$ cat src/dfs_pkg.sv
package dfs_pkg;

	localparam int DEF_ELEM_WIDTH  = 32;
	localparam int DEF_STACK_DEPTH = 1024;
	localparam int DEF_FRAME_DEPTH = 256;

	localparam int KIND_W   = 4;
	localparam int ELEM_W   = 32;
	localparam int COUNT_W  = 11;
	localparam int STATUS_W = 2;
	localparam int SAVED_W  = 9;
	localparam int ITEMS_W  = 11;

	localparam int S_DATA_W = 48;
	localparam int M_DATA_W = 72;
	localparam int M_USER_W = 1;

	typedef enum logic [KIND_W-1:0] {
		KIND_PUSH       = 4'd0,
		KIND_POP        = 4'd1,
		KIND_TOP        = 4'd2,
		KIND_BOTTOM     = 4'd3,
		KIND_POP_BOTTOM = 4'd4,
		KIND_ENTER      = 4'd5,
		KIND_LEAVE      = 4'd6,
		KIND_CLEAR      = 4'd7,
		KIND_DISCARD    = 4'd8
	} kind_t;

	typedef enum logic [STATUS_W-1:0] {
		STAT_OK      = 2'd0,
		STAT_EMPTY   = 2'd1,
		STAT_NOFRAME = 2'd2,
		STAT_FULL    = 2'd3
	} status_t;

	typedef enum logic {
		ALU_SUB = 1'b0,
		ALU_ADD = 1'b1
	} alu_op_t;

endpackage

$ cat src/dfs_alu.sv
module dfs_alu
	import dfs_pkg::*;
#(
	parameter int W = 11
) (
	input  alu_op_t      op,
	input  logic [W-1:0] a,
	input  logic [W-1:0] b,
	output logic [W-1:0] res,
	output logic         borrow
);

	logic [W:0] full;

	always_comb begin
		if (op == ALU_ADD) begin
			full = {1'b0, a} + {1'b0, b};
		end else begin
			full = {1'b0, a} - {1'b0, b};
		end
	end

	assign res    = full[W-1:0];
	assign borrow = (op == ALU_SUB) && full[W];

endmodule

$ cat config.mk
export PLATFORM = sky130hd
export DESIGN_NAME = dfs_alu
export DESIGN_NICKNAME = d
export VERILOG_FILES = /design/src/dfs_pkg.sv /design/src/dfs_alu.sv
export SDC_FILE = /design/constraint.sdc
export NUM_CORES = 1
export LEC_CHECK = 0
export BUFFER_PORTS_ARGS = -buffer_cell sky130_fd_sc_hd__buf_2
export CORE_UTILIZATION = 55
export DETAILED_ROUTE_END_ITERATION = 8
export GPL_TIMING_DRIVEN = 0
export PLACE_DENSITY = 0.95
export SETUP_SLACK_MARGIN = 0.02
export SLEW_MARGIN = 25
export SYNTH_ARGS = -nofsm -noshare
export SYNTH_HDL_FRONTEND = slang
export SYNTH_SLANG_ARGS = --single-unit
$ cat constraint.sdc
create_clock -name vclk -period 4.4
set_input_delay 0.44 -clock vclk [all_inputs]
set_output_delay 0.44 -clock vclk [all_outputs]
set_load 0.01 [all_outputs]
* Yosys cells after proc, flatten, opt, wreduce, memory -nomap -nowiden
Index checks and enable logic that the tools add are counted.
** Word-level totals
- Register bits after elaboration :: 0
- Latch bits :: 0
- Memory bits (writable) :: 0
- ROM bits :: 0
- Output and inout port bits :: 12
- Memories kept :: 0
** Operators by class
- Add/sub/neg operators :: 2
- $mul :: 0
- Div/mod/pow operators :: 0
- Magnitude comparators :: 0
- Eq/ne operators :: 0
- Shift operators :: 0
- Muxes and demuxes :: 1
- Bitwise operators :: 1
- Reduce and logical (&&, ||, !) cells :: 1
** Operator list (number)
- adder 11 x 11 -> 12 bit :: 1
- two-way mux 12 bit :: 1
- subtractor 11 x 11 -> 12 bit :: 1
- logical AND 1 bit :: 1
- inverter 1 bit :: 1

* Logic depth before layout (Yosys ltp)
Gate-level depths: netlist of run 1.
- Depth in word-level cells :: 3
- Gate-level depth with buffers :: 12
- Mapped depth without buffers :: 11

* Least setup slack after synthesis of run 1
No wires, ideal clock.
- Path kind :: input-to-output
- Start point :: in b[0]
- End point :: out res[8]
- Arrival :: 2.525 ns
- Data required time :: 3.960 ns
- Path slack :: 1.435 ns
- Stages on the path :: 9
- Path through :: inv_1 > ha_1 > mux2_2 > fa_1 > a211oi_1 > o21bai_1 > a2111oi_0 > nor3_1 > xnor2_1
** On the way
- Word-level cells in the longest chain between the ends :: 2
- Elaborated cells between the ends (all ways) :: 3
- Classes of those cells :: 2 x add/sub; 1 x mux
** Ends and longest elaborated chain
- start: declaration :: RTL line dfs_alu.sv:8 : input logic [W-1:0] b,
- subtractor 11 x 11 -> 12 bit / adder 11 x 11 -> 12 bit (equally long branches) :: RTL line dfs_alu.sv:19, dfs_alu.sv:17
- two-way mux 12 bit (*) :: RTL line dfs_alu.sv:16 : if (op == ALU_ADD) begin
- end: declaration :: RTL line dfs_alu.sv:9 : output logic [W-1:0] res,
Every way passes the cells marked *; elsewhere a longest branch is shown, timed or not.

* Worst setup path after layout of run 1
- Start point :: in b[2]
- End point :: out borrow
** On the way
- Word-level cells in the longest chain between the ends :: 3
- Elaborated cells between the ends (all ways) :: 4
- Classes of those cells :: 2 x add/sub; 1 x mux; 1 x reduce/logical
** Ends and longest elaborated chain
- subtractor 11 x 11 -> 12 bit / adder 11 x 11 -> 12 bit (equally long branches) :: RTL line dfs_alu.sv:19, dfs_alu.sv:17
- two-way mux 12 bit (*) :: RTL line dfs_alu.sv:16
- logical AND 1 bit (*) :: RTL line dfs_alu.sv:24 : assign borrow = (op == ALU_SUB) && full[W];
- end: declaration :: RTL line dfs_alu.sv:10 : output logic borrow
Marks and branches as above.

==> flow_summary.toml, run 1 <==
[route]
via_per_inst = 5.84
drc = 0
vias = 952
drt_wl_total_um = 1920
wl_per_cell_um = 11.8
first_pass_iters = 4
drt_iter0_markers = 14
ant_nets = 0

[placed_design]
place_inst = 163
place_congestion = 0.865
dpl.hpwl_um = 1720
io_buffers = 35

[logic_synthesis]
syn_avg_cell_area_um2 = 7.19
netlist_area_um2 = 812
synth_compound_area_share_pct = 24.0
synth_largest_area_cell = "ha_1"
synth.top_cell.area_share_pct = 23.1
netlist_instances = 113
ys_warn_count = 0
ys_types = 33
synthAdderAreaFrac_pct = 25.6
synth_top_family_by_area = "adder cells"
synth.area.mux_share_pct = 4.01
synth-simple-area-share_pct = 25.0
synth_area_leaders = "ha_1, xnor2_1, xor2_1"
synth_nets = 152
synth_xor_area_share_pct = 17.3
yosysSeqAreaShare_pct = 0

[timing]
drv_slew = 0
hold_viol = 0
relSlewSlack_pct = 69.3
timing.final.crit_share_pct = 79.0
period_minus_slack_ns = 3.48
setup_violations = 0
grt_setup_unrepaired = "false"
fin_tns_setup_ns = 0
max_freq_ghz = 0.288
worst_pin_slew_ns = 0.449

[global_routing]
grt_first_pass_wirelength_um = 2960
antenna_found_initial = 0
grt_max_degree = 11
grtUsageTotal_pct = 25.4
overflow = 0
grt_pass1_vias = 810

[setup_path]
cp.required_ns = 3.96
cp-startpoint = "b[2]"
arrival_ns = 3.04
critPathCaptureType = "output pin"
crit_path_max_fanout = 7
worstSetupStartpointType = "input pin"
critPathKind = "input pin to output pin"

[clock_network]
cts_setup_buffers = 0
hold_buffers = 0
cts_resized = 0

[hold_path]
hp-start = "a[0]"
min_path_type = "input pin to output pin"

[floorplanning]
initial_core_util_pct = 60.9
die_y_um = 40.4
fp.coreArea_mm2 = 0.00133
dieArea_mm2 = 0.00163
rows = 13
io_pins = 35
die_w_um = 40.4

[power_and_ir_drop]
totalPowerFinal_uw = 200
p_leak_uw = 0.000513
ir_drop_mv = 0.124
power_density_mw_per_mm2 = 199

[layout]
nClkBuffers = 0
final_nets = 189
diodes = 0
n_fill_cell = 103
multi_input_area_um2 = 778
drive_above_1_share_pct = 26.4
area_delta_synth_final_pct = 23.9
instances_no_fill = 163
seqCellArea_um2 = 0
n_sequential_cell = 0

[flow_run]
maxCapViolations = 0

[outcome]
status = "completed"
==> worst max-delay path, cell delays in order <==
cell	delay, ns
buf_2	0.10
nor3_1	0.32
nand2_1	0.12
nor2_1	0.18
nor2_1	0.08
xnor2_1	0.15
ha_1	0.28
clkbuf_1	0.29
nand2_1	0.15
a2111oi_0	0.34
nor3_1	0.12
mux2_1	0.32
buf_2	0.14
==> layer usage <==
layer	track usage (%)	routed length, um	vias up
met5	0	0	-
met2	51.6	1030	28
li1	-	-	485
met1	27.4	800	435
met3	2.22	68	4
met4	5.00	23	0
==> placed cells by master (no fill, tap or decap), drive strengths merged, types with 2 or more instances in the layout <==
cell type / n
a31oi: 2
xor2: 8
nand3b: 2
buf: 35
a21o: 4
a21oi: 13
a2111oi: 2
nand2b: 3
nor2: 11
nand3: 2
ha: 15
inv: 7
mux2: 2
xnor2: 8
nand2: 8
clkbuf: 2
nor3: 7
o21ai: 3
==> final timing paths <==
path | slack [ns] | endpoint | cells past startpoint
worst max-delay path | 0.92 | borrow | 13
worst min-delay path | 1.19 | res[0] | 3
==> synthesized netlist by cell type, drive strengths merged, types with 2 or more instances <==
master / number
ha: 15
a21o: 4
a21oi: 13
nand3: 2
nor3: 7
nand3b: 2
clkbuf: 2
nor2: 11
xor2: 8
inv: 7
mux2: 2
nand2b: 3
nand2: 8
a31oi: 2
o21ai: 3
a2111oi: 2
xnor2: 8
==> stage by stage <==
stage	worst slack (ns)	cell area [um2]	utilization, %	hold WS, ns
floorplan	1.43	812	-	1.02
global placement	1.01	1010	75.4	1.18
detailed placement	0.951	1010	75.4	1.18
CTS	0.935	1010	75.4	1.19
global route	0.657	1010	75.4	1.20
finish	0.923	1010	75.4	1.19
==> final cells by class <==
cell class                      instances  share of cell area [%]
Tap cell                               15                    1.87
Multi-Input combinational cell        104                    77.4
Buffer                                  2                   0.746
Inverter                                7                    2.61
Timing Repair Buffer                   35                    17.4
==> kinds of logic after synthesis <==
family / count (synthesis)
xor+xnor: 16
buf+inv: 9
compound gates: 30
mux: 3
simple gates: 39
fa+ha+maj: 16
==> report_power, final <==
part	internal, uW	switching, uW
Sequential	0	0
Clock	0	0
Combinational	90.8	109
No activity file was read; power rests on OpenSTA's default activity.
==> inputs of run 2 (changes only) <==
ABC_AREA = 1   (was not set)
CORE_UTILIZATION = 47   (was 55)
PLACE_DENSITY = 0.91   (was 0.95)
clock period = 2.9 ns   (was 4.4 ns; I/O delays follow)
==> run 2 against run 1 <==
Against the previous run: sequential share of layout area unchanged; flip-flop and latch count unchanged; non-clock buffer count decreased by 1; cell count increased by 25%; critical path depth increased by 4; highest routed layer is now met3; global-route usage decreased by 5.1 points; area after synthesis increased by 4.3%; worst hold slack got worse by 0.28 ns; via count increased by 3.7%; die area increased by 21%; worst setup slack got worse by 0.49 ns.
==> flow_summary.toml, run 2 <==
[logic_synthesis]
yosysSeqAreaShare_pct = 0
ys_types = 24
syn_avg_cell_area_um2 = 5.84
synth.top_cell.area_share_pct = 22.2
synth.most_common_cell = "nand2_1"
synth_area_leaders = "ha_1, nand2_1, xor2_1"
netlist_instances = 145
ys_warn_count = 0
netlist_area_um2 = 847
synth_nets = 184
synth_common_cells = "nand2_1, inv_1, ha_1"
synth_largest_area_cell = "ha_1"

[route]
first_pass_iters = 5
drt_wl_total_um = 1930
via_per_inst = 4.84
vias = 987
drc = 0
drt_iter0_markers = 28
ant_nets = 0
wl_per_cell_um = 9.46

[timing]
relSlewSlack_pct = 66.3
max_freq_ghz = 0.405
timing.final.crit_share_pct = 85.0
grt_setup_unrepaired = "false"
period_minus_slack_ns = 2.47
fin_tns_setup_ns = 0
setup_violations = 0
worst_pin_slew_ns = 0.501
hold_viol = 0
drv_slew = 0

[global_routing]
grtUsageTotal_pct = 20.3
grt_first_pass_wirelength_um = 3170
grt_max_degree = 11
grt_pass1_vias = 816
antenna_found_initial = 0
overflow = 0

[layout]
n_sequential_cell = 0
layout_common_cells = "nand2_1, buf_2, inv_1"
instances_no_fill = 204
diodes = 0
nClkBuffers = 0
final_common_cell = "nand2_1"
drive_above_1_share_pct = 25.0
final_nets = 221
seqCellArea_um2 = 0
area_delta_synth_final_pct = 24.2

[placed_design]
place_inst = 204
io_buffers = 35
place_congestion = 0.871
dpl.hpwl_um = 1790

[setup_path]
cp.required_ns = 2.61
crit_path_max_fanout = 4
worstSetupStartpointType = "input pin"
critPathCaptureType = "output pin"
critPathKind = "input pin to output pin"
arrival_ns = 2.18

[power_and_ir_drop]
p_leak_uw = 0.000655
totalPowerFinal_uw = 289
power_density_mw_per_mm2 = 275
ir_drop_mv = 0.149

[clock_network]
cts_resized = 0
hold_buffers = 0
cts_setup_buffers = 0

[floorplanning]
initial_core_util_pct = 53.1
rows = 14
dieArea_mm2 = 0.00198
die_y_um = 44.5
fp.coreArea_mm2 = 0.00159
io_pins = 35
die_w_um = 44.5

[hold_path]
hp-start = "a[0]"
hold_depth = 3
hold_path_end = "res[0]"
min_path_type = "input pin to output pin"

[flow_run]
maxCapViolations = 0

[outcome]
status = "completed"
run 2: cell count changes in the layout (fill, tap and decap cells not counted), moves of 3 or more:
cell      change
a21o_1        -3
a21oi_1       -7
inv_1        +11
inv_2         +3
nand2_1      +40
nand2b_1      -3
nand3_1      +10
nor3_1        -6
xnor2_1       -5
xor2_1        +3
run 2: logic make-up after synthesis:
family | after synthesis | synth area share (%)
compound gates | 13 | 8.86
buf+inv | 22 | 10.6
fa+ha+maj | 16 | 24.5
simple gates | 80 | 41.5
xor+xnor | 14 | 14.5
run 2: worst max path at each step:
stage | startpoint | to | slack, ns
after floorplan | b[0] | borrow | 0.80
after global placement | b[0] | borrow | 0.50
after detailed placement | b[0] | borrow | 0.44
after CTS | b[0] | borrow | 0.43
after global routing | b[0] | borrow | 0.19
final | b[0] | borrow | 0.43
run 2: through the flow:
stage	hold slack [ns]	utilization (%)	cell area (um2)	setup slack, ns
CTS	0.899	66.0	1050	0.435
floorplan	0.720	-	847	0.804
global route	0.911	66.0	1050	0.193
finish	0.903	66.0	1050	0.434
detailed placement	0.899	66.0	1050	0.437
global placement	0.881	66.0	1050	0.498
run 2: critical path, stage by stage:
cell and delay, ns:
buf_2 0.11, inv_1 0.07, ha_1 0.21, nand3_2 0.10, nor2_2 0.11, nand2_1 0.07
nand3_1 0.07, nand2_1 0.06, ha_1 0.35, nand2_1 0.11, nor2_1 0.15, nand3_1 0.10
nand3_1 0.11, nand2_1 0.06, nand2_1 0.05, nor2_1 0.03, buf_2 0.13
run 2: layer usage:
layer,GRT usage (%),up-vias,wire length (um)
li1,-,534,-
met1,24.2,424,873
met2,42.1,29,1000
met3,0,0,55
met4,0,0,0
met5,0,-,0
run 2: cell type report:
type / instances / area [um2]
Inverter: 21 / 78.8
Tap cell: 24 / 30.0
Fill cell: 156 / 542
Timing Repair Buffer: 35 / 175
Multi-Input combinational cell: 123 / 757
Buffer: 1 / 11.3
run 2: power by group:
| part | switching (uW) | internal, uW | total, uW |
|---|---|---|---|
| clock network | 0 | 0 | 0 |
| logic | 167 | 122 | 289 |
| registers | 0 | 0 | 0 |
==> inputs of run 3 (changes only) <==
ABC_AREA = not set   (was 1)
CORE_UTILIZATION = 46   (was 47)
PLACE_DENSITY = 0.9   (was 0.91)
==> run 3 against run 2 <==
Against the previous run: die area is 2.0% lower; combinational power is 24% higher; worst hold slack worse by 0.020 ns; flip-flop and latch count stayed put; maximum frequency is 13% lower; non-clock buffer count is 6 higher; cell area is 11% higher; critical path depth is 4 lower; critical path type unchanged; largest cell class unchanged.
==> flow_summary.toml, run 3 (synthesis results as in run 1) <==
[route]
drc = 0
met3_length_um = 83
wl_met2_um = 1240
first_pass_iters = 6
top_layer_used = "met4"
wl_met1_um = 985
via_per_inst = 5.78
vias = 976
ant_nets = 0
drt_iter0_markers = 42
wl_per_cell_um = 13.9
drt_wl_total_um = 2350

[timing]
fin_tns_setup_ns = 0
timing.final.crit_share_pct = 97.4
drv_slew = 0
period_minus_slack_ns = 2.82
relSlewSlack_pct = 76.7
setup_violations = 0
worst_pin_slew_ns = 0.349
hold_viol = 0
max_freq_ghz = 0.354
timing.hold.ws_ns = 0.884
grt_setup_unrepaired = "true"

[layout]
fin_util_pct = 74.0
final_nets = 194
drive_above_1_share_pct = 39.9
diodes = 0
n_sequential_cell = 0
seqCellArea_um2 = 0
area_delta_synth_final_pct = 43.6
layout_common_cells = "buf_2, ha_1, a21oi_1"
multi_input_area_um2 = 886
final_common_cell = "buf_2"
n_fill_cell = 112
nClkBuffers = 0

[global_routing]
antenna_found_initial = 0
grt_first_pass_wirelength_um = 3340
overflow = 0
grt_pass1_vias = 803
grtUsageTotal_pct = 21.5
grt_max_degree = 11

[setup_path]
critPathKind = "input pin to output pin"
worst_path_largest_cell_delay_ns = 0.32
worst_path_max_delay_cell = "ha_1"
arrival_ns = 2.53
cp-startpoint = "b[0]"
critPathTopFamily = "compound AO/OA/AOI/OAI gates"
crit_buf_inv = 4
worstSetupStartpointType = "input pin"
cp_common_cell = "buf_4"
crit_path_max_fanout = 5
critPathCaptureType = "output pin"
critical_path.cell_chain = "buf_4 -> inv_2 -> ha_4 -> buf_4 -> nor2_1 -> xnor2_1 -> ha_1 -> a211oi_1 -> o21bai_1 -> a21oi_1 -> mux2i_1 -> o2111ai_1 -> buf_2"
cp.required_ns = 2.61

[clock_network]
hold_buffers = 0

[placed_design]
place_congestion = 0.811
dpl.hpwl_um = 1620
io_buffers = 35

[power_and_ir_drop]
ir_drop_mv = 0.187
p_leak_uw = 0.000554
power_density_mw_per_mm2 = 308

[outcome]
status = "completed"

[floorplanning]
initial_core_util_pct = 51.5
rows = 14
fp.coreArea_mm2 = 0.00158
dieArea_mm2 = 0.00194
die_y_um = 44.0
io_pins = 35
die_w_um = 44.0

[hold_path]
min_path_type = "input pin to output pin"
hp-start = "a[0]"

[flow_run]
maxCapViolations = 0
==> run 3: through the flow <==
| stage | cell area (um2) | total power, uW | instances | setup WS [ns] |
|---|---|---|---|---|
| after floorplan | 812 | 208 | 113 | 0.235 |
| after global placement | 1010 | 289 | 164 | -0.191 |
| after detailed placement | 1010 | 299 | 164 | -0.267 |
| after CTS | 1080 | 326 | 167 | 0.0178 |
| after global routing | 1170 | 388 | 169 | -0.0138 |
| final | 1170 | 359 | 169 | 0.0754 |
==> run 3: cell type report <==
type                       instances  area share, %
multi-input combinational        104           76.0
timing repair buffer              41           19.6
tap                               16           1.72
buffer                             1          0.429
inverter                           7           2.25
==> run 3: what timing repair did <==
action	4_1_cts	5_1_grt
resized for setup	12	16
cloned	0	0
pin swaps	10	10
setup endpoints to repair	4	4
setup buffers	4	2
==> run 3: per-layer routing <==
layer	vias to the layer above	GRT usage, %
met5	-	0
met4	0	2.42
met3	6	0.408
met2	36	38.2
met1	442	30.0
li1	492	-
==> run 3: final timing paths <==
check | to | cells past startpoint
min | res[0] | 3
max | res[10] | 13
==> run 3: report_power, final <==
| group | internal [uW] | switching [uW] | total, uW |
|---|---|---|---|
| Combinational | 166 | 193 | 359 |
| Sequential | 0 | 0 | 0 |
| Clock | 0 | 0 | 0 |
